### config.mk
export PLATFORM = sky130hd
export DESIGN_NAME = cellular_automaton_smoothing_top
export DESIGN_NICKNAME = d
export VERILOG_FILES = /design/src/cas_pkg.sv /design/src/cas_regs.sv /design/src/cas_line_store.sv /design/src/cas_window.sv /design/src/cellular_automaton_smoothing_top.sv
export SDC_FILE = /design/constraint.sdc
export NUM_CORES = 1
export LEC_CHECK = 0
export ABC_CLOCK_PERIOD_IN_PS = 11500
export BUFFER_PORTS_ARGS = -buffer_cell sky130_fd_sc_hd__buf_2
export CORE_UTILIZATION = 40
export DETAILED_ROUTE_END_ITERATION = 10
export PLACE_DENSITY = 0.7
export SETUP_SLACK_MARGIN = 0.5
export SLEW_MARGIN = 40
export SYNTH_ARGS = -nofsm -noshare
export SYNTH_HDL_FRONTEND = slang
export SYNTH_SLANG_ARGS = --single-unit
### constraint.sdc
create_clock -name aclk -period 11.5 [get_ports aclk]
set_input_delay 2.3 -clock aclk [delete_from_list [all_inputs] [get_ports aclk]]
set_output_delay 2.3 -clock aclk [all_outputs]
set_load 0.02 [all_outputs]
### src/cas_pkg.sv
package cas_pkg;

    localparam int CFG_W_W   = 6;
    localparam int CFG_H_W   = 11;
    localparam int THR_W     = 4;
    localparam int CNT_W     = 4;
    localparam int WIN_W     = 9;
    localparam int OUT_ROW_W = 10;
    localparam int OUT_COL_W = 5;
    localparam int APB_AW    = 4;
    localparam int APB_DW    = 32;

    localparam logic [CFG_W_W-1:0] RST_FRAME_WIDTH    = CFG_W_W'(32);
    localparam logic [CFG_H_W-1:0] RST_FRAME_HEIGHT   = CFG_H_W'(32);
    localparam logic [THR_W-1:0]   RST_LOW_THRESHOLD  = THR_W'(4);
    localparam logic [THR_W-1:0]   RST_HIGH_THRESHOLD = THR_W'(6);

    // window bit 3*r+k: r=0 top .. r=2 bottom; k=0 right, k=1 centre, k=2 left
    localparam logic [WIN_W-1:0] WIN_KEEP_MASK  = 9'h1B6;
    localparam logic [WIN_W-1:0] WIN_NEIGH_MASK = 9'h1EF;
    localparam int               WIN_CENTRE     = 4;

    typedef enum logic [1:0] {
        REG_FRAME_WIDTH    = 2'd0,
        REG_FRAME_HEIGHT   = 2'd1,
        REG_LOW_THRESHOLD  = 2'd2,
        REG_HIGH_THRESHOLD = 2'd3
    } reg_idx_t;

    typedef struct packed {
        logic [CFG_W_W-1:0] frame_width;
        logic [CFG_H_W-1:0] frame_height;
        logic [THR_W-1:0]   low_threshold;
        logic [THR_W-1:0]   high_threshold;
    } cfg_t;

    // one column shifted into the window, optionally producing a result
    typedef struct packed {
        logic                 clear;
        logic                 top;
        logic                 mid;
        logic                 bot;
        logic                 emit;
        logic [OUT_ROW_W-1:0] row;
        logic [OUT_COL_W-1:0] col;
        logic                 frame_end;
    } ev_t;

endpackage

### src/cas_regs.sv
module cas_regs (
    input  logic                       aclk,
    input  logic                       aresetn,
    input  logic                       psel,
    input  logic                       penable,
    input  logic                       pwrite,
    input  logic [cas_pkg::APB_AW-1:0] paddr,
    input  logic [cas_pkg::APB_DW-1:0] pwdata,
    output logic [cas_pkg::APB_DW-1:0] prdata,
    output logic                       pready,
    output cas_pkg::cfg_t              cfg
);
    import cas_pkg::*;

    cfg_t     cfg_reg, cfg_next;
    reg_idx_t reg_idx;
    logic     wr_en;

    assign reg_idx = reg_idx_t'(paddr[APB_AW-1:2]);
    assign wr_en   = psel && penable && pwrite;
    assign pready  = 1'b1;
    assign cfg     = cfg_reg;

    always_comb begin
        cfg_next = cfg_reg;
        if (wr_en) begin
            case (reg_idx)
                REG_FRAME_WIDTH:    cfg_next.frame_width    = pwdata[CFG_W_W-1:0];
                REG_FRAME_HEIGHT:   cfg_next.frame_height   = pwdata[CFG_H_W-1:0];
                REG_LOW_THRESHOLD:  cfg_next.low_threshold  = pwdata[THR_W-1:0];
                REG_HIGH_THRESHOLD: cfg_next.high_threshold = pwdata[THR_W-1:0];
                default: ;
            endcase
        end
    end

    always_comb begin
        case (reg_idx)
            REG_FRAME_WIDTH:    prdata = APB_DW'(cfg_reg.frame_width);
            REG_FRAME_HEIGHT:   prdata = APB_DW'(cfg_reg.frame_height);
            REG_LOW_THRESHOLD:  prdata = APB_DW'(cfg_reg.low_threshold);
            REG_HIGH_THRESHOLD: prdata = APB_DW'(cfg_reg.high_threshold);
            default:            prdata = '0;
        endcase
    end

    always_ff @(posedge aclk) begin
        if (!aresetn) begin
            cfg_reg.frame_width    <= RST_FRAME_WIDTH;
            cfg_reg.frame_height   <= RST_FRAME_HEIGHT;
            cfg_reg.low_threshold  <= RST_LOW_THRESHOLD;
            cfg_reg.high_threshold <= RST_HIGH_THRESHOLD;
        end else begin
            cfg_reg <= cfg_next;
        end
    end

endmodule

### src/cas_line_store.sv
module cas_line_store #(
    parameter int LINE_MAX = 32
) (
    input  logic                        aclk,
    input  logic                        wr_en,
    input  logic [$clog2(LINE_MAX)-1:0] wr_addr,
    input  logic [1:0]                  wr_data,
    input  logic                        rd_en,
    input  logic [$clog2(LINE_MAX)-1:0] rd_addr,
    output logic [1:0]                  rd_data
);
    // bit 0: row above, bit 1: row two above
    logic [1:0] line_mem [LINE_MAX];
    logic [1:0] rd_data_reg;

    assign rd_data = rd_data_reg;

    always_ff @(posedge aclk) begin
        if (wr_en) begin
            line_mem[wr_addr] <= wr_data;
        end
    end

    always_ff @(posedge aclk) begin
        if (rd_en) begin
            rd_data_reg <= line_mem[rd_addr];
        end
    end

endmodule

### src/cas_window.sv
module cas_window (
    input  logic                          aclk,
    input  logic                          aresetn,
    input  cas_pkg::cfg_t                 cfg,
    input  logic                          ev_valid,
    input  cas_pkg::ev_t                  ev,
    output logic                          ev_ready,
    output logic                          m_valid,
    input  logic                          m_ready,
    output logic                          m_cell_out,
    output logic [cas_pkg::OUT_ROW_W-1:0] m_out_row,
    output logic [cas_pkg::OUT_COL_W-1:0] m_out_col,
    output logic                          m_frame_end
);
    import cas_pkg::*;

    logic [WIN_W-1:0]     window_reg, window_next, window_base;
    logic [CNT_W-1:0]     count;
    logic                 smooth_bit;
    logic                 go;
    logic                 m_valid_reg, m_valid_next;
    logic                 cell_out_reg;
    logic [OUT_ROW_W-1:0] out_row_reg;
    logic [OUT_COL_W-1:0] out_col_reg;
    logic                 frame_end_reg;

    assign ev_ready = !m_valid_reg || m_ready;
    assign go       = ev_valid && ev_ready;

    assign window_base = ev.clear ? '0 : window_reg;
    assign window_next = ((window_base << 1) & WIN_KEEP_MASK)
                       | {2'b00, ev.bot, 2'b00, ev.mid, 2'b00, ev.top};
    assign count       = CNT_W'($countones(window_next & WIN_NEIGH_MASK));

    always_comb begin
        if (count < cfg.low_threshold) begin
            smooth_bit = 1'b0;
        end else if (count >= cfg.high_threshold) begin
            smooth_bit = 1'b1;
        end else begin
            smooth_bit = window_next[WIN_CENTRE];
        end
    end

    always_comb begin
        m_valid_next = m_valid_reg;
        if (go && ev.emit) begin
            m_valid_next = 1'b1;
        end else if (m_ready) begin
            m_valid_next = 1'b0;
        end
    end

    always_ff @(posedge aclk) begin
        if (!aresetn) begin
            window_reg  <= '0;
            m_valid_reg <= 1'b0;
        end else begin
            if (go) begin
                window_reg <= window_next;
            end
            m_valid_reg <= m_valid_next;
        end
    end

    always_ff @(posedge aclk) begin
        if (go && ev.emit) begin
            cell_out_reg  <= smooth_bit;
            out_row_reg   <= ev.row;
            out_col_reg   <= ev.col;
            frame_end_reg <= ev.frame_end;
        end
    end

    assign m_valid     = m_valid_reg;
    assign m_cell_out  = cell_out_reg;
    assign m_out_row   = out_row_reg;
    assign m_out_col   = out_col_reg;
    assign m_frame_end = frame_end_reg;

endmodule

### src/cellular_automaton_smoothing_top.sv
// channel  dir  handshake          payload
// s_       in   s_valid / s_ready  s_cell_in
// m_       out  m_valid / m_ready  m_cell_out, m_out_row, m_out_col, m_frame_end
// apb      in   psel / penable     paddr, pwdata -> prdata, pready
//
// One input transfer per cycle except at row ends and stalls; a row's last cell also goes
// through ST_END, emitting its own result past the first row. The last cell of a frame holds
// s_ready low while the event sequencer sweeps the single-read-port line store to flush the final row.
// Synchronous reset clears the position counters, window and output valid; line store
// contents are undefined until written. A stall on m_ready stalls the sequencer and s_ready.
module cellular_automaton_smoothing_top #(
    parameter int LINE_MAX = 32,
    parameter int ROWS_MAX = 1024
) (
    input  logic                          aclk,
    input  logic                          aresetn,
    input  logic                          psel,
    input  logic                          penable,
    input  logic                          pwrite,
    input  logic [cas_pkg::APB_AW-1:0]    paddr,
    input  logic [cas_pkg::APB_DW-1:0]    pwdata,
    output logic [cas_pkg::APB_DW-1:0]    prdata,
    output logic                          pready,
    input  logic                          s_valid,
    output logic                          s_ready,
    input  logic                          s_cell_in,
    output logic                          m_valid,
    input  logic                          m_ready,
    output logic                          m_cell_out,
    output logic [cas_pkg::OUT_ROW_W-1:0] m_out_row,
    output logic [cas_pkg::OUT_COL_W-1:0] m_out_col,
    output logic                          m_frame_end
);
    import cas_pkg::*;

    localparam int COL_W     = $clog2(LINE_MAX);
    localparam int J_W       = $clog2(LINE_MAX + 1);
    localparam int H_CFG_MAX = (1 << CFG_H_W) - 1;
    localparam int ROWS_EFF  = (ROWS_MAX < H_CFG_MAX) ? ROWS_MAX : H_CFG_MAX;
    localparam int ROW_W     = $clog2(ROWS_EFF);
    localparam int CMP_W     = CFG_W_W + 1;

    typedef enum logic [3:0] {
        ST_IDLE  = 4'b0001,
        ST_NORM  = 4'b0010,
        ST_END   = 4'b0100,
        ST_FLUSH = 4'b1000
    } seq_state_t;

    cfg_t             cfg;
    seq_state_t       state_reg, state_next;
    logic [COL_W-1:0] in_col_reg, in_col_next, col_reg;
    logic [ROW_W-1:0] in_row_reg, in_row_next, row_reg;
    logic             bit_reg, last_col_reg, last_row_reg;
    logic [J_W-1:0]   fj_reg, fj_next, fj_inc;

    logic [CFG_W_W-1:0] w_eff, w_m1;
    logic [CFG_H_W-1:0] h_eff, h_m1;
    logic               last_col_in, last_row_in;
    logic               fj_at_w, fj_in, fj_inc_in;
    logic               row_ge1, row_ge2;
    logic               ev_valid, ev_ready, go, final_ev, accept;
    ev_t                ev;

    logic             lm_wr_en, lm_rd_en;
    logic [COL_W-1:0] lm_rd_addr;
    logic [1:0]       lm_rd_data;

    cas_regs u_regs (
        .aclk    (aclk),
        .aresetn (aresetn),
        .psel    (psel),
        .penable (penable),
        .pwrite  (pwrite),
        .paddr   (paddr),
        .pwdata  (pwdata),
        .prdata  (prdata),
        .pready  (pready),
        .cfg     (cfg)
    );

    always_comb begin
        if (cfg.frame_width == '0) begin
            w_eff = CFG_W_W'(1);
        end else if (cfg.frame_width > CFG_W_W'(LINE_MAX)) begin
            w_eff = CFG_W_W'(LINE_MAX);
        end else begin
            w_eff = cfg.frame_width;
        end
        if (cfg.frame_height == '0) begin
            h_eff = CFG_H_W'(1);
        end else if (cfg.frame_height > CFG_H_W'(ROWS_EFF)) begin
            h_eff = CFG_H_W'(ROWS_EFF);
        end else begin
            h_eff = cfg.frame_height;
        end
    end

    assign w_m1        = w_eff - CFG_W_W'(1);
    assign h_m1        = h_eff - CFG_H_W'(1);
    assign last_col_in = CFG_W_W'(in_col_reg) >= w_m1;
    assign last_row_in = CFG_H_W'(in_row_reg) >= h_m1;

    assign fj_inc    = fj_reg + J_W'(1);
    assign fj_at_w   = CMP_W'(fj_reg) == CMP_W'(w_eff);
    assign fj_in     = CMP_W'(fj_reg) < CMP_W'(w_eff);
    assign fj_inc_in = CMP_W'(fj_inc) < CMP_W'(w_eff);
    assign row_ge1   = row_reg != '0;
    assign row_ge2   = row_reg > ROW_W'(1);

    assign ev_valid = state_reg != ST_IDLE;
    assign go       = ev_valid && ev_ready;
    assign final_ev = (state_reg == ST_NORM  && !last_col_reg)
                   || (state_reg == ST_END   && !last_row_reg)
                   || (state_reg == ST_FLUSH && fj_at_w);
    assign s_ready  = (state_reg == ST_IDLE) || (go && final_ev);
    assign accept   = s_valid && s_ready;

    always_comb begin
        ev = '0;
        case (state_reg)
            ST_NORM: begin
                ev.clear = col_reg == '0;
                ev.top   = row_ge2 && lm_rd_data[1];
                ev.mid   = row_ge1 && lm_rd_data[0];
                ev.bot   = bit_reg;
                ev.emit  = row_ge1 && (col_reg != '0);
                ev.row   = OUT_ROW_W'(row_reg - ROW_W'(1));
                ev.col   = OUT_COL_W'(col_reg - COL_W'(1));
            end
            ST_END: begin
                ev.emit = row_ge1;
                ev.row  = OUT_ROW_W'(row_reg - ROW_W'(1));
                ev.col  = OUT_COL_W'(col_reg);
            end
            ST_FLUSH: begin
                ev.clear     = fj_reg == '0;
                ev.top       = fj_in && row_ge1 && lm_rd_data[1];
                ev.mid       = fj_in && lm_rd_data[0];
                ev.emit      = fj_reg != '0;
                ev.row       = OUT_ROW_W'(row_reg);
                ev.col       = OUT_COL_W'(fj_reg - J_W'(1));
                ev.frame_end = fj_at_w;
            end
            default: ev = '0;
        endcase
    end

    // line store: write on the row's own event, read ahead for the next cell or flush column
    assign lm_wr_en = go && (state_reg == ST_NORM);
    assign lm_rd_en = accept || (go && state_reg == ST_END && last_row_reg)
                   || (go && state_reg == ST_FLUSH);

    always_comb begin
        if (accept) begin
            lm_rd_addr = in_col_reg;
        end else if (state_reg == ST_FLUSH && fj_inc_in) begin
            lm_rd_addr = COL_W'(fj_inc);
        end else begin
            lm_rd_addr = '0;
        end
    end

    cas_line_store #(
        .LINE_MAX (LINE_MAX)
    ) u_line_store (
        .aclk    (aclk),
        .wr_en   (lm_wr_en),
        .wr_addr (col_reg),
        .wr_data ({lm_rd_data[0], bit_reg}),
        .rd_en   (lm_rd_en),
        .rd_addr (lm_rd_addr),
        .rd_data (lm_rd_data)
    );

    always_comb begin
        state_next = state_reg;
        fj_next    = fj_reg;
        if (go) begin
            case (state_reg)
                ST_NORM:  state_next = last_col_reg ? ST_END : ST_IDLE;
                ST_END: begin
                    state_next = last_row_reg ? ST_FLUSH : ST_IDLE;
                    fj_next    = '0;
                end
                ST_FLUSH: begin
                    state_next = fj_at_w ? ST_IDLE : ST_FLUSH;
                    fj_next    = fj_inc;
                end
                default:  state_next = ST_IDLE;
            endcase
        end
        if (accept) begin
            state_next = ST_NORM;
        end
    end

    always_comb begin
        in_col_next = in_col_reg;
        in_row_next = in_row_reg;
        if (accept) begin
            if (last_col_in && last_row_in) begin
                in_col_next = '0;
                in_row_next = '0;
            end else if (last_col_in) begin
                in_col_next = '0;
                in_row_next = in_row_reg + ROW_W'(1);
            end else begin
                in_col_next = in_col_reg + COL_W'(1);
            end
        end
    end

    always_ff @(posedge aclk) begin
        if (!aresetn) begin
            state_reg  <= ST_IDLE;
            fj_reg     <= '0;
            in_col_reg <= '0;
            in_row_reg <= '0;
        end else begin
            state_reg  <= state_next;
            fj_reg     <= fj_next;
            in_col_reg <= in_col_next;
            in_row_reg <= in_row_next;
        end
    end

    always_ff @(posedge aclk) begin
        if (accept) begin
            col_reg      <= in_col_reg;
            row_reg      <= in_row_reg;
            bit_reg      <= s_cell_in;
            last_col_reg <= last_col_in;
            last_row_reg <= last_row_in;
        end
    end

    cas_window u_window (
        .aclk        (aclk),
        .aresetn     (aresetn),
        .cfg         (cfg),
        .ev_valid    (ev_valid),
        .ev          (ev),
        .ev_ready    (ev_ready),
        .m_valid     (m_valid),
        .m_ready     (m_ready),
        .m_cell_out  (m_cell_out),
        .m_out_row   (m_out_row),
        .m_out_col   (m_out_col),
        .m_frame_end (m_frame_end)
    );

endmodule

==> results of run 1 <==
-- logic make-up (layout without fill, tap and decap cells) --
| kind of cell | count (synthesis) | count (layout) | synth area share [%] |
|---|---|---|---|
| AO/OA/AOI/OAI | 149 | 149 | 11.42 |
| AND/OR/NAND/NOR | 317 | 317 | 17.58 |
| other | 2 | 22 | 0.08578 |
| adder cells (fa/ha/maj) | 52 | 52 | 7.775 |
| flip-flops | 158 | 158 | 47.68 |
| buffers and inverters | 92 | 120 | 5.359 |
| multiplexers | 53 | 53 | 7.503 |
| XOR/XNOR | 26 | 26 | 2.601 |
-- report_power, final --
group          leakage (nW)  switching [mW]  total (mW)  internal, mW
sequential             1.39          0.0126       0.625         0.613
combinational          2.26          0.0566      0.0860        0.0294
clock                 0.278           0.236       0.558         0.322
-- worst max-delay path by stage --
stage / depth (start not counted) / slack (ps) / end / start
final: 10 / 5880 / u_line_store.rd_data[0] / m_ready
after global routing: 10 / 5710 / u_line_store.rd_data[0] / m_ready
after CTS: 4 / 5890 / prdata[6] / paddr[2]
after detailed placement: 10 / 5520 / u_line_store.rd_data[0] / m_ready
after global placement: 10 / 5550 / u_line_store.rd_data[0] / m_ready
after floorplan: 2 / 5880 / prdata[0] / paddr[2]
-- metrics by stage --
stage	utilization, %	setup slack, ps
final	45.96	5884
after global routing	45.96	5709
after CTS	45.96	5890
after detailed placement	43.22	5518
after global placement	43.01	5552
after floorplan	-	5885
-- final cells by class --
cell class | instances | area (sq um)
inverter | 32 | 120.1
clock inverter | 14 | 156.4
sequential | 158 | 4174
tap | 275 | 344.1
clock buffer | 17 | 425.4
timing repair buffer | 57 | 310.3
multi-input combinational | 619 | 4223
fill | 1979 | 11470
-- routing by layer --
layer / up-vias / global-route usage [%] / wire [um] / part of all wire (%)
met5: - / 0 / 0 / 0
li1: 3082 / - / - / -
met3: 20 / 3.049 / 911 / 4.9
met1: 2973 / 23.76 / 8726 / 47
met4: 0 / 5.000 / 214 / 1.2
met2: 186 / 28.38 / 8630 / 47
-- worst max-delay path: stages --
cell and delay, ps:
buf_2 100, nand2b_1 310, and2_1 290, a211oi_4 580, inv_2 490, nor3_1 590
or2_1 390, nor4b_1 90, a2111oi_0 390, a22oi_1 200
-- layout by cell type (no fill, tap or decap), types with 5 or more instances in the layout --
master and count:
a21boi_0 18, a21o_1 12, a21oi_1 28, a22oi_1 5, and2_1 18, and3_1 10, buf_2 50, buf_4 5
clkbuf_16 17, conb_1 22, dfxtp_1 57, edfxtp_1 101, ha_1 48, inv_1 30, mux2i_1 41, mux4_2 6
nand2_1 86, nand2b_1 13, nand3_1 17, nand4_1 12, nor2_1 90, nor2b_1 28, nor3_1 13, nor4_1 7
o21ai_0 35, o31ai_1 8, xnor2_1 7, xor2_1 19
==> results summary, run 1 <==
Setup repair after global routing left no endpoint under its margin. Synthesis inferred between 150 and 200 register bits. The number of clock sinks came out at 158. The wire length of the first global-routing pass is just over 30,000 um. In this run, post-CTS repair resized a total of 0 instances.

The max capacitance violation total is 0. The worst setup path is launched from a primary input. The post-synthesis instance total came out at roughly 850. The layout cell share with drive strength beyond 1 is approximately an eighth. The dominant cell type by area after synthesis is edfxtp_1. The required time of the worst setup path is approximately 12,000 ps. edfxtp_1 is the most common cell in the netlist. After clock tree synthesis, the flow added hold-fix buffers numbering 0. The count of cell types in the netlist came out at 70. The pin count of the biggest net entering global routing is 47. The initial antenna violation count is 0. The accumulated negative setup slack came out at 0 ps. The arrival time of data at the critical path endpoint came out at between 5000 and 6000 ps. In this run the tightest slew margin relative to its limit is a little under half. In this run the critical register-to-register path is captured at u_window.m_cell_out. The total power is roughly 1.3 mW. The power density over the cells is 130.2 mW/mm^2. The total area inside the core boundary comes to roughly 0.021 sq mm.

The leftover overflow at the end of global routing is 0. The average wire per standard cell came out at 15.77 um. The post-CTS setup buffer count came out at 0.

Among all flip-flop cells after synthesis, the most frequent one is edfxtp_1. Counting instances, the worst hold path has a depth of 2. The worst reg2reg path depth came out at 17. The transition time at the pin with the least slew margin came out at 809.3 ps.

The category of the most critical setup path is primary input to flop. The number of instances in the placed design is about 1,100. The total global-route track usage is roughly 17%. The worst path uses between 40% and 50% of the clock period. The area growth from synthesis to layout is 11.40%. The path class of the tightest hold or removal check is flop to flop. The hold violation count in the final report is 0.

Yosys attributes the largest share of cell area to edfxtp_1, dfxtp_1, ha_1, mux2i_1, nor2_1. Routability-driven placement finished with a final weighted congestion of roughly 0.82. STA classifies the critical path endpoint as a flop. The total number of nets in the final design is between 900 and 1,000. The maximum clock path buffer count is 2. For this design the static power due to leakage is slightly below 4 nW. The HPWL reported at the end of detailed placement is between 10,000 and 15,000 um. The total I/O pin count is 96. The worst-case hold path end point is u_window.window_reg[0]. Clock-pin slew was measured on the worst setup and hold paths at approximately 60 ps. The worst hold slack is between 400 and 500 ps. The post-route clock skew is approximately 12 ps.

The number of buffers created by CTS came out at 17. The count of routing violations after the opening detailed-route iteration is between 300 and 400. In this run the remaining antenna-violating nets after routing total 0. For this run, the register share of the synthesized area comes to about 48%. The register with the most flip-flops in the layout has 64 of them. TritonCTS built the clock tree. The placement row count is 53. The number of antenna diodes is 0. After synthesis, the largest area contributor takes up about a third of total cell area.

The CTS H-tree depth came out at 4. The highest achievable clock rate is 178.1 MHz. The post-route standard cell area excluding fillers came out at between 0.009 and 0.01 sq mm. The via density per instance came out at approximately 5.3. A synthesized cell averages ~10 sq um. The chip width came out at 149.9 um. The maximum fanout count along the critical path came out at 42. The number of enable flip-flop cells after synthesis came out at around 100. The run finished with clean final reports. IR analysis of the VDD net gives a maximum drop of roughly 110 uV.

Setup violations remaining at the end of the flow were counted as 0. The later pin in the worst-skew pair is clocked with a latency of roughly 430 ps. The starting utilization of the core area came out at 41.26%.

Ranked by instance count, the synthesized netlist is headed by edfxtp_1, nor2_1, nand2_1. The via count of the first global-routing pass is about 5,900. The minimum clock period is around 5600 ps. In this run the tool buffered the top-level ports with 50 buffer cells. The proportion of synthesized flip-flops having asynchronous set or reset is 0%. The total count of max-transition violations in the final report came out at 0. The buffer cell driving the clock tree root is clkbuf_16.

The startpoint of the lowest-slack register-to-register path is col_reg[1]. In this run the most critical hold path is launched from u_window.window_reg[0]. The overall via count from detail_route came out at around 6,300. The die covers about 0.022 sq mm.

The total detailed-routing wirelength came out at 18,480 um. The netlist area before placement came out at ~0.0088 sq mm. The first detailed-routing pass ran for 5 iterations.

The count of warnings emitted by yosys came out at 0. The worst setup slack for register-to-register paths is approximately 6600 ps. Once placement finished, the instance area stood at between 0.009 and 0.01 sq mm.

In the routed design, unresolved DRC markers number 0. After the flow finishes, the layout carries non-filler instances totaling about 1,200. The vertical die dimension is around 150 um.
No activity file was read; power rests on OpenSTA's default activity.
==> inputs of run 2 (changes only) <==
Settings changed: ABC_CLOCK_PERIOD_IN_PS 11500 to 4600, PLACE_DENSITY 0.7 to 0.72.
Clock period 11.5 ns to 4.6 ns, I/O delays scaled along.
==> results summary, run 2 (synthesized netlist as in run 1, its figures left out) <==
The run finished with clean final reports. The total count of max-transition violations in the final report came out at 0 (unchanged). The post-route standard cell area excluding fillers is 0.009986 sq mm (+2.4%). The number of remaining DRC errors is 0 (unchanged). The library cell used most frequently in the layout, excluding fill and tap cells, is edfxtp_1.

The signal on the critical path passes through or2_4, or4_4, nor2_4, a21oi_4, and2_4, fa_1, inv_2, fa_1, inv_2, ha_4, fa_1, ha_1, a21o_1, a21o_1, a21oi_1, a21oi_1. The insertion delay of the later-clocked pin in the worst-skew pair is 430 ps (about the same). The path class of the lowest-slack min-delay path is flop to flop.

The total power is 3.182 mW (+150%). The switching part of the total power came out at 24.17% (+0.14 points). The total number of nets in the final design came out at 1,002 (+2.1%). The CTS H-tree depth is 4 (unchanged).

The tree is rooted in a clkbuf_16. The number of flip-flops under the largest register name came out at 64 (unchanged). The starting utilization of the core area came out at 41.26% (unchanged). The clock-pin transition on the worst setup and hold timing paths came out at 60 ps (about the same). The via density per instance came out at 5.307 (-0.67%). The pin count of the biggest net entering global routing is 47 (unchanged). The final number of setup-violating endpoints is 0 (unchanged). The arrival time of data at the critical path endpoint is 4480 ps (-1290 ps).

For this design, the slowest cell found on the critical path is fa_1. The placement row count came to 53 (unchanged). The cell that appears most often on the critical path is fa_1. The worst voltage drop across the vdd grid is 253.9 uV (+140%).

Setup repair after global routing could not meet its margin everywhere. The overall via count from detail_route was 6,336 (+1.2%). The worst path in the final design needs a cycle of 4308 ps, including I/O delays and setup.

The die footprint came to 0.02248 sq mm (unchanged). The accumulated negative setup slack came to 0 ps (unchanged). The HPWL reported at the end of detailed placement is 13,210 um (+0.55%). The vertical die dimension came to 149.9 um (unchanged). The total I/O pin count is 96 (unchanged). The internal cell power was 2.413 mW (+150%). The placer congestion estimate is 0.8311 (+1.9%). The number of buffers created by CTS came to 17 (unchanged). The layout cell share with drive strength beyond 1 came out at 15.67% (+3.6 points). The maximum clock path buffer count was 2 (unchanged).

The post-route clock skew is 9.416 ps (-2.804 ps). The leftover overflow at the end of global routing was 0 (unchanged). The initial antenna violation count is 0 (unchanged). The power share of the combinational group is 7.7% (+0.9 points).

The worst setup path is launched from a flop. The hold buffer count at CTS came out at 0 (unchanged). For this run, the top clock speed supported by timing is between 200 and 250 MHz. The fraction of power consumed by sequential logic was 48.8% (-0.4 points). The residual antenna-violating net count after detailed routing came out at 0 (unchanged). The number of antenna diodes came out at 0 (unchanged). The leakage power summed over all cells came to 4.047 nW (+3.2%).

The wire length of the first global-routing pass is 30,640 um (+0.57%). The post-route clock period utilization is roughly 94%. The count of routing violations after the opening detailed-route iteration was 349 (+3.6%). The setup path with the least slack is of type flop to flop. The area growth from synthesis to layout is 14.06%. The via count of the first global-routing pass is 6,080 (+2.8%). The chip width was 149.9 um (unchanged). The transition time at the pin with the least slew margin came out at 755.6 ps (-53.75 ps).

The required time of the worst setup path came out at 4780 ps (-6870 ps). The maximum fanout count along the critical path is 4 (-90%). The max-slew headroom at the worst pin came out at 49.63% (+3.6 points). The power density over the cells was 318.7 mW/mm^2 (+140%). The average wire per standard cell came out at 15.50 um (-1.7%). The number of input and output port buffers inserted is 50 (unchanged). The worst stage delay on the critical path came to 520 ps (-70 ps). The relative contribution of the clock network to total power is 43.5% (-0.5 points). The total detailed-routing wirelength is 18,510 um (+0.15%). The number of clock sinks came to 158 (unchanged). The switching power of the nets came out at 0.7692 mW (+150%). The placed standard-cell area came to 0.009281 sq mm (+1.2%). In the layout the commonest cells are edfxtp_1, nor2_1, nand2_1. The endpoint type of the worst setup path is a flop. The max capacitance violation total was 0 (unchanged).

The total global-route track usage was 17.52% (+0.059 points). The area inside the core boundary is 0.02122 sq mm (unchanged). TritonCTS built the clock tree. The minimum setup slack after placement was 172.5 ps (-5345 ps). The worst setup slack after layout came out at 292.0 ps (-5592 ps). The hold violation count in the final report came out at 0 (unchanged).

The number of detailed-routing iterations run before antenna repair is 4 (-1).
[run 2: power groups by stage]
stage	logic [mW]	clock network, mW	registers [mW]
after global placement	0.231	0	1.58
after global routing	0.270	1.46	1.56
after floorplan	0.178	0	1.58
after CTS	0.236	1.40	1.55
final	0.244	1.38	1.55
after detailed placement	0.234	0	1.58
[run 2: final cells by class]
| class | instances | area (sq um) |
|---|---|---|
| clock buffer | 20 | 457.9 |
| clock inverter | 12 | 123.9 |
| fill | 1983 | 11230 |
| inverter | 32 | 120.1 |
| multi-input combinational | 620 | 4288 |
| sequential | 158 | 4174 |
| tap | 275 | 344.1 |
| timing repair buffer | 77 | 478.0 |
[run 2: path summary, 6_finish.rpt]
| check | slack [ps] | startpoint | end | cells after the start |
|---|---|---|---|---|
| max reg2reg | 290 | col_reg[1] | u_window.m_cell_out | 16 |
| min | 470 | u_window.window_reg[0] | u_window.window_reg[0] | 2 |
| max | 290 | col_reg[1] | u_window.m_cell_out | 16 |
| min reg2reg | 470 | u_window.window_reg[0] | u_window.window_reg[0] | 2 |
[run 2: per-stage QoR]
| stage | hold WS, ps | std cells | util (%) |
|---|---|---|---|
| final | 469.9 | 1194 | 47.06 |
| after CTS | 469.6 | 1188 | 46.62 |
| after global routing | 492.5 | 1194 | 47.06 |
| after floorplan | 438.8 | 869 | - |
| after global placement | 451.1 | 1154 | 43.69 |
| after detailed placement | 460.2 | 1154 | 43.74 |
[run 2: layer usage]
metal  routed length [um]  vias up  track usage (%)
li1                     -     3141                -
met1                 8721     2990            23.23
met2                 8482      172            28.33
met3                  906       33            3.262
met4                  400        0            6.566
met5                    0        -                0
[run 2: timing repair]
action / in CTS / in global routing
gates cloned: 0 / 1
endpoints found under the setup margin: 1 / 3
resized for setup: 5 / 12
pin swaps: 12 / 11
buffers inserted: 2 / 5
[run 2: worst max-delay path, delay by kind of cell, from the launching register on]
family	cells	cell delay [ps]
simple gates	4	1020
fa+ha+maj	5	1990
flops	1	380
buf+inv	2	90
compound gates	5	570
==> inputs of run 3 (changes only) <==
Settings changed: ABC_AREA from default to 1, GPL_TIMING_DRIVEN from default to 0, SLEW_MARGIN 40 to 20.
==> results summary, run 3 <==
The run finished with clean final reports. The placer congestion estimate came out at 0.9023 (+8.6%). The via density per instance is 5.111 (-3.7%). Among all flip-flop cells after synthesis, the most frequent one is edfxtp_1. Setup repair after global routing could not meet its margin everywhere.

The final core utilization was 48.21% (+1.2 points). The power density over the cells is 341.2 mW/mm^2 (+7.1%). The total detailed-routing wirelength came out at 20,460 um (+11%). The highest achievable clock rate is 228.3 MHz (-1.6%). The number of buffers created by CTS was 17 (unchanged). The initial antenna violation count is 0 (unchanged). The residual antenna-violating net count after detailed routing came out at 0 (unchanged). The die footprint is 0.02256 sq mm (+0.35%). The transition time at the pin with the least slew margin was 732.7 ps (-22.85 ps). The count of routing violations after the opening detailed-route iteration is 518 (+48%). The total number of nets in the final design is 1,223 (+22%). The number of antenna diodes came out at 0 (unchanged).

In this run the worst hold path is classified as flop to flop. The post-synthesis instance total is 1,032 (+22%). The via count of the first global-routing pass is 6,843 (+13%). The hold buffer count at CTS is 0 (unchanged).

The sequential cell area in the final layout came out at 0.004182 sq mm (+0.18%). The clock-pin transition on the worst setup and hold timing paths came out at 70 ps (about the same). The starting utilization of the core area came out at 41.27% (about the same).

The share of the yosys chip area belonging to registers came to 47.51% (-0.17 points). The number of enable flip-flop cells after synthesis came out at 101 (unchanged). The leftover overflow at the end of global routing is 0 (unchanged). The post-route clock period utilization came out at 95.22% (+1.6 points).

The HPWL reported at the end of detailed placement is 15,200 um (+15%). The largest total area in the synthesized netlist belongs to edfxtp_1. The count of cell types in the netlist is 55 (-21%).

The count of filler cells inserted in the layout came out at 1,997 (+0.71%). The minimum clock period came out at 4380 ps (+72.16 ps). The number of input and output port buffers inserted came to 49 (-2.0%).

The vertical die dimension came out at 150.2 um (+0.18%). The final number of setup-violating endpoints is 0 (unchanged). The buffer cell driving the clock tree root is clkbuf_16.

The proportion of synthesized flip-flops having asynchronous set or reset was 0% (unchanged). The multi-input gate area in the final layout came to 0.003923 sq mm (-8.5%). The number of remaining DRC errors is 0 (unchanged).

The share of the synthesized area in the top cell type is 34.52% (-0.12 points). The library cell used most frequently in the layout, excluding fill and tap cells, is nand2_1. The overall via count from detail_route came out at 7,232 (+14%).

The worst hold slack came out at 454.4 ps (-15.49 ps). The insertion delay of the later-clocked pin in the worst-skew pair is 440 ps (about the same). The worst voltage drop across the vdd grid came to 256.9 uV (+1.2%).

The average wire per standard cell came out at 14.46 um (-6.8%). The number of clock sinks is 158 (unchanged). The worst setup path is captured at a flop.

The total global-route track usage is 19.15% (+1.6 points). The number of flip-flops under the largest register name was 64 (unchanged). The placement row count is 53 (unchanged).

The max capacitance violation total is 0 (unchanged). The number of standard cells in the layout, taps in and fillers out was 1,415 (+19%). The leakage power summed over all cells came to 4.479 nW (+11%). The area inside the core boundary is 0.02129 sq mm (+0.31%).

The arrival time of data at the critical path endpoint is 4560 ps (+80 ps). The layout cell share with drive strength beyond 1 came out at 14.47% (-1.2 points). The post-route clock skew is 10.82 ps (+1.403 ps). The total power came out at 3.502 mW (+10%). The number of detailed-routing iterations run before antenna repair is 5 (+1).

The count of warnings emitted by yosys came out at 0 (unchanged). The CTS H-tree depth came out at 4 (unchanged). Yosys instantiated no cell more often than nand2_1.

The wire length of the first global-routing pass came out at 33,270 um (+8.6%). The hold violation count in the final report is 0 (unchanged). The max-slew headroom at the worst pin came out at 50.63% (+1.0 points). The startpoint type of the worst setup path is a flop.

The top cell types in the final layout, fill and taps aside, are nand2_1, inv_1, nor2_1. The netlist area before placement was 0.008786 sq mm (+0.36%). The chip width came out at 150.2 um (+0.18%).

The maximum clock path buffer count came out at 2 (unchanged). The pin count of the biggest net entering global routing came to 34 (-28%). The number of instances in the placed design came out at 1,377 (+19%). The total I/O pin count is 96 (unchanged). The average cell area after synthesis is 8.513 sq um (-17%). The area growth from synthesis to layout came out at 16.80%. The clock tree from TritonCTS is built. The maximum fanout count along the critical path is 2 (-2).

The synthesized flop and latch total came out at 158 (unchanged). By startpoint and endpoint, the worst setup path is classified as flop to flop. By count the netlist is led by nand2_1, inv_1, nor2_1. After synthesis, the cell types taking the most area are edfxtp_1, dfxtp_1, nand2_1, ha_1, inv_1. The required time of the worst setup path came out at 4780 ps (about the same). The total count of max-transition violations in the final report is 0 (unchanged).
run 3: report_power, final:
group / internal (mW) / switching (mW)
sequential: 1.54 / 0.0317
clock: 0.922 / 0.611
combinational: 0.133 / 0.262
total: 2.60 / 0.904
run 3: area by class of cell:
| class | instances | area share (%) |
|---|---|---|
| flip-flops and latches | 158 | 40.75 |
| multi-input cells | 697 | 38.22 |
| inverters | 154 | 5.657 |
| clock buffers | 18 | 4.182 |
| well taps | 275 | 3.353 |
| repair buffers | 56 | 3.170 |
| plain buffers | 43 | 2.658 |
| clock inverters | 14 | 2.012 |
run 3: logic make-up after synthesis:
logic type / Yosys count / share of synthesized area (%)
AOI/OAI and AO/OA: 153 / 10.34
xor gates and xnor gates: 27 / 2.692
adders and majority gates: 52 / 7.747
buffers and inverters: 197 / 9.698
DFF: 158 / 47.51
other: 2 / 0.08548
and+or+nand+nor: 443 / 21.93
run 3: stage by stage:
stage | setup WS (ps) | TNS, ps | instance area (sq um)
floorplan | 449.2 | 0 | 8890
global placement | -100.9 | -100.9 | 9479
detailed placement | -123.3 | -123.3 | 9494
CTS | 231.2 | 0 | 10230
global route | 8.315 | 0 | 10260
finish | 219.8 | 0 | 10260
run 3: path summary, 6_finish.rpt:
check	start	end	slack, ps	cells after the start
worst min-delay path	u_window.window_reg[6]	u_window.window_reg[6]	450	2
worst max register to register	u_regs.cfg[22]	u_window.m_cell_out	220	25
worst min register to register	u_window.window_reg[6]	u_window.window_reg[6]	450	2
worst max-delay path	u_regs.cfg[22]	u_window.m_cell_out	220	25
run 3: what timing repair did:
action	CTS	global route
endpoints found under the setup margin	1	9
pin swaps	7	0
resized for setup	19	2
buffers inserted	5	0
run 3: layer usage:
metal  up-vias  GRT usage [%]  wire [um]
li1       3595              -          -
met3        25          3.303       1192
met2       244          33.50      10130
met1      3368          23.58       8799
met4         0          6.919        333
met5         -              0          0
run 3: critical path, stage by stage, from the launching register on:
cell	delay [ps]
dfxtp_4	340
nor2_1	90
nand3_1	100
nand2_2	120
nand2_4	80
ha_4	250
nand2_1	50
inv_1	40
o21ai_1	120
nand3_1	100
a31oi_2	200
a31o_2	200
nand3_2	100
inv_1	80
ha_1	210
inv_1	60
fa_1	420
inv_1	70
ha_2	170
fa_1	440
ha_1	290
a21boi_1	120
o21a_1	160
o21ai_1	120
nand2_1	60
a2bb2oi_1	140
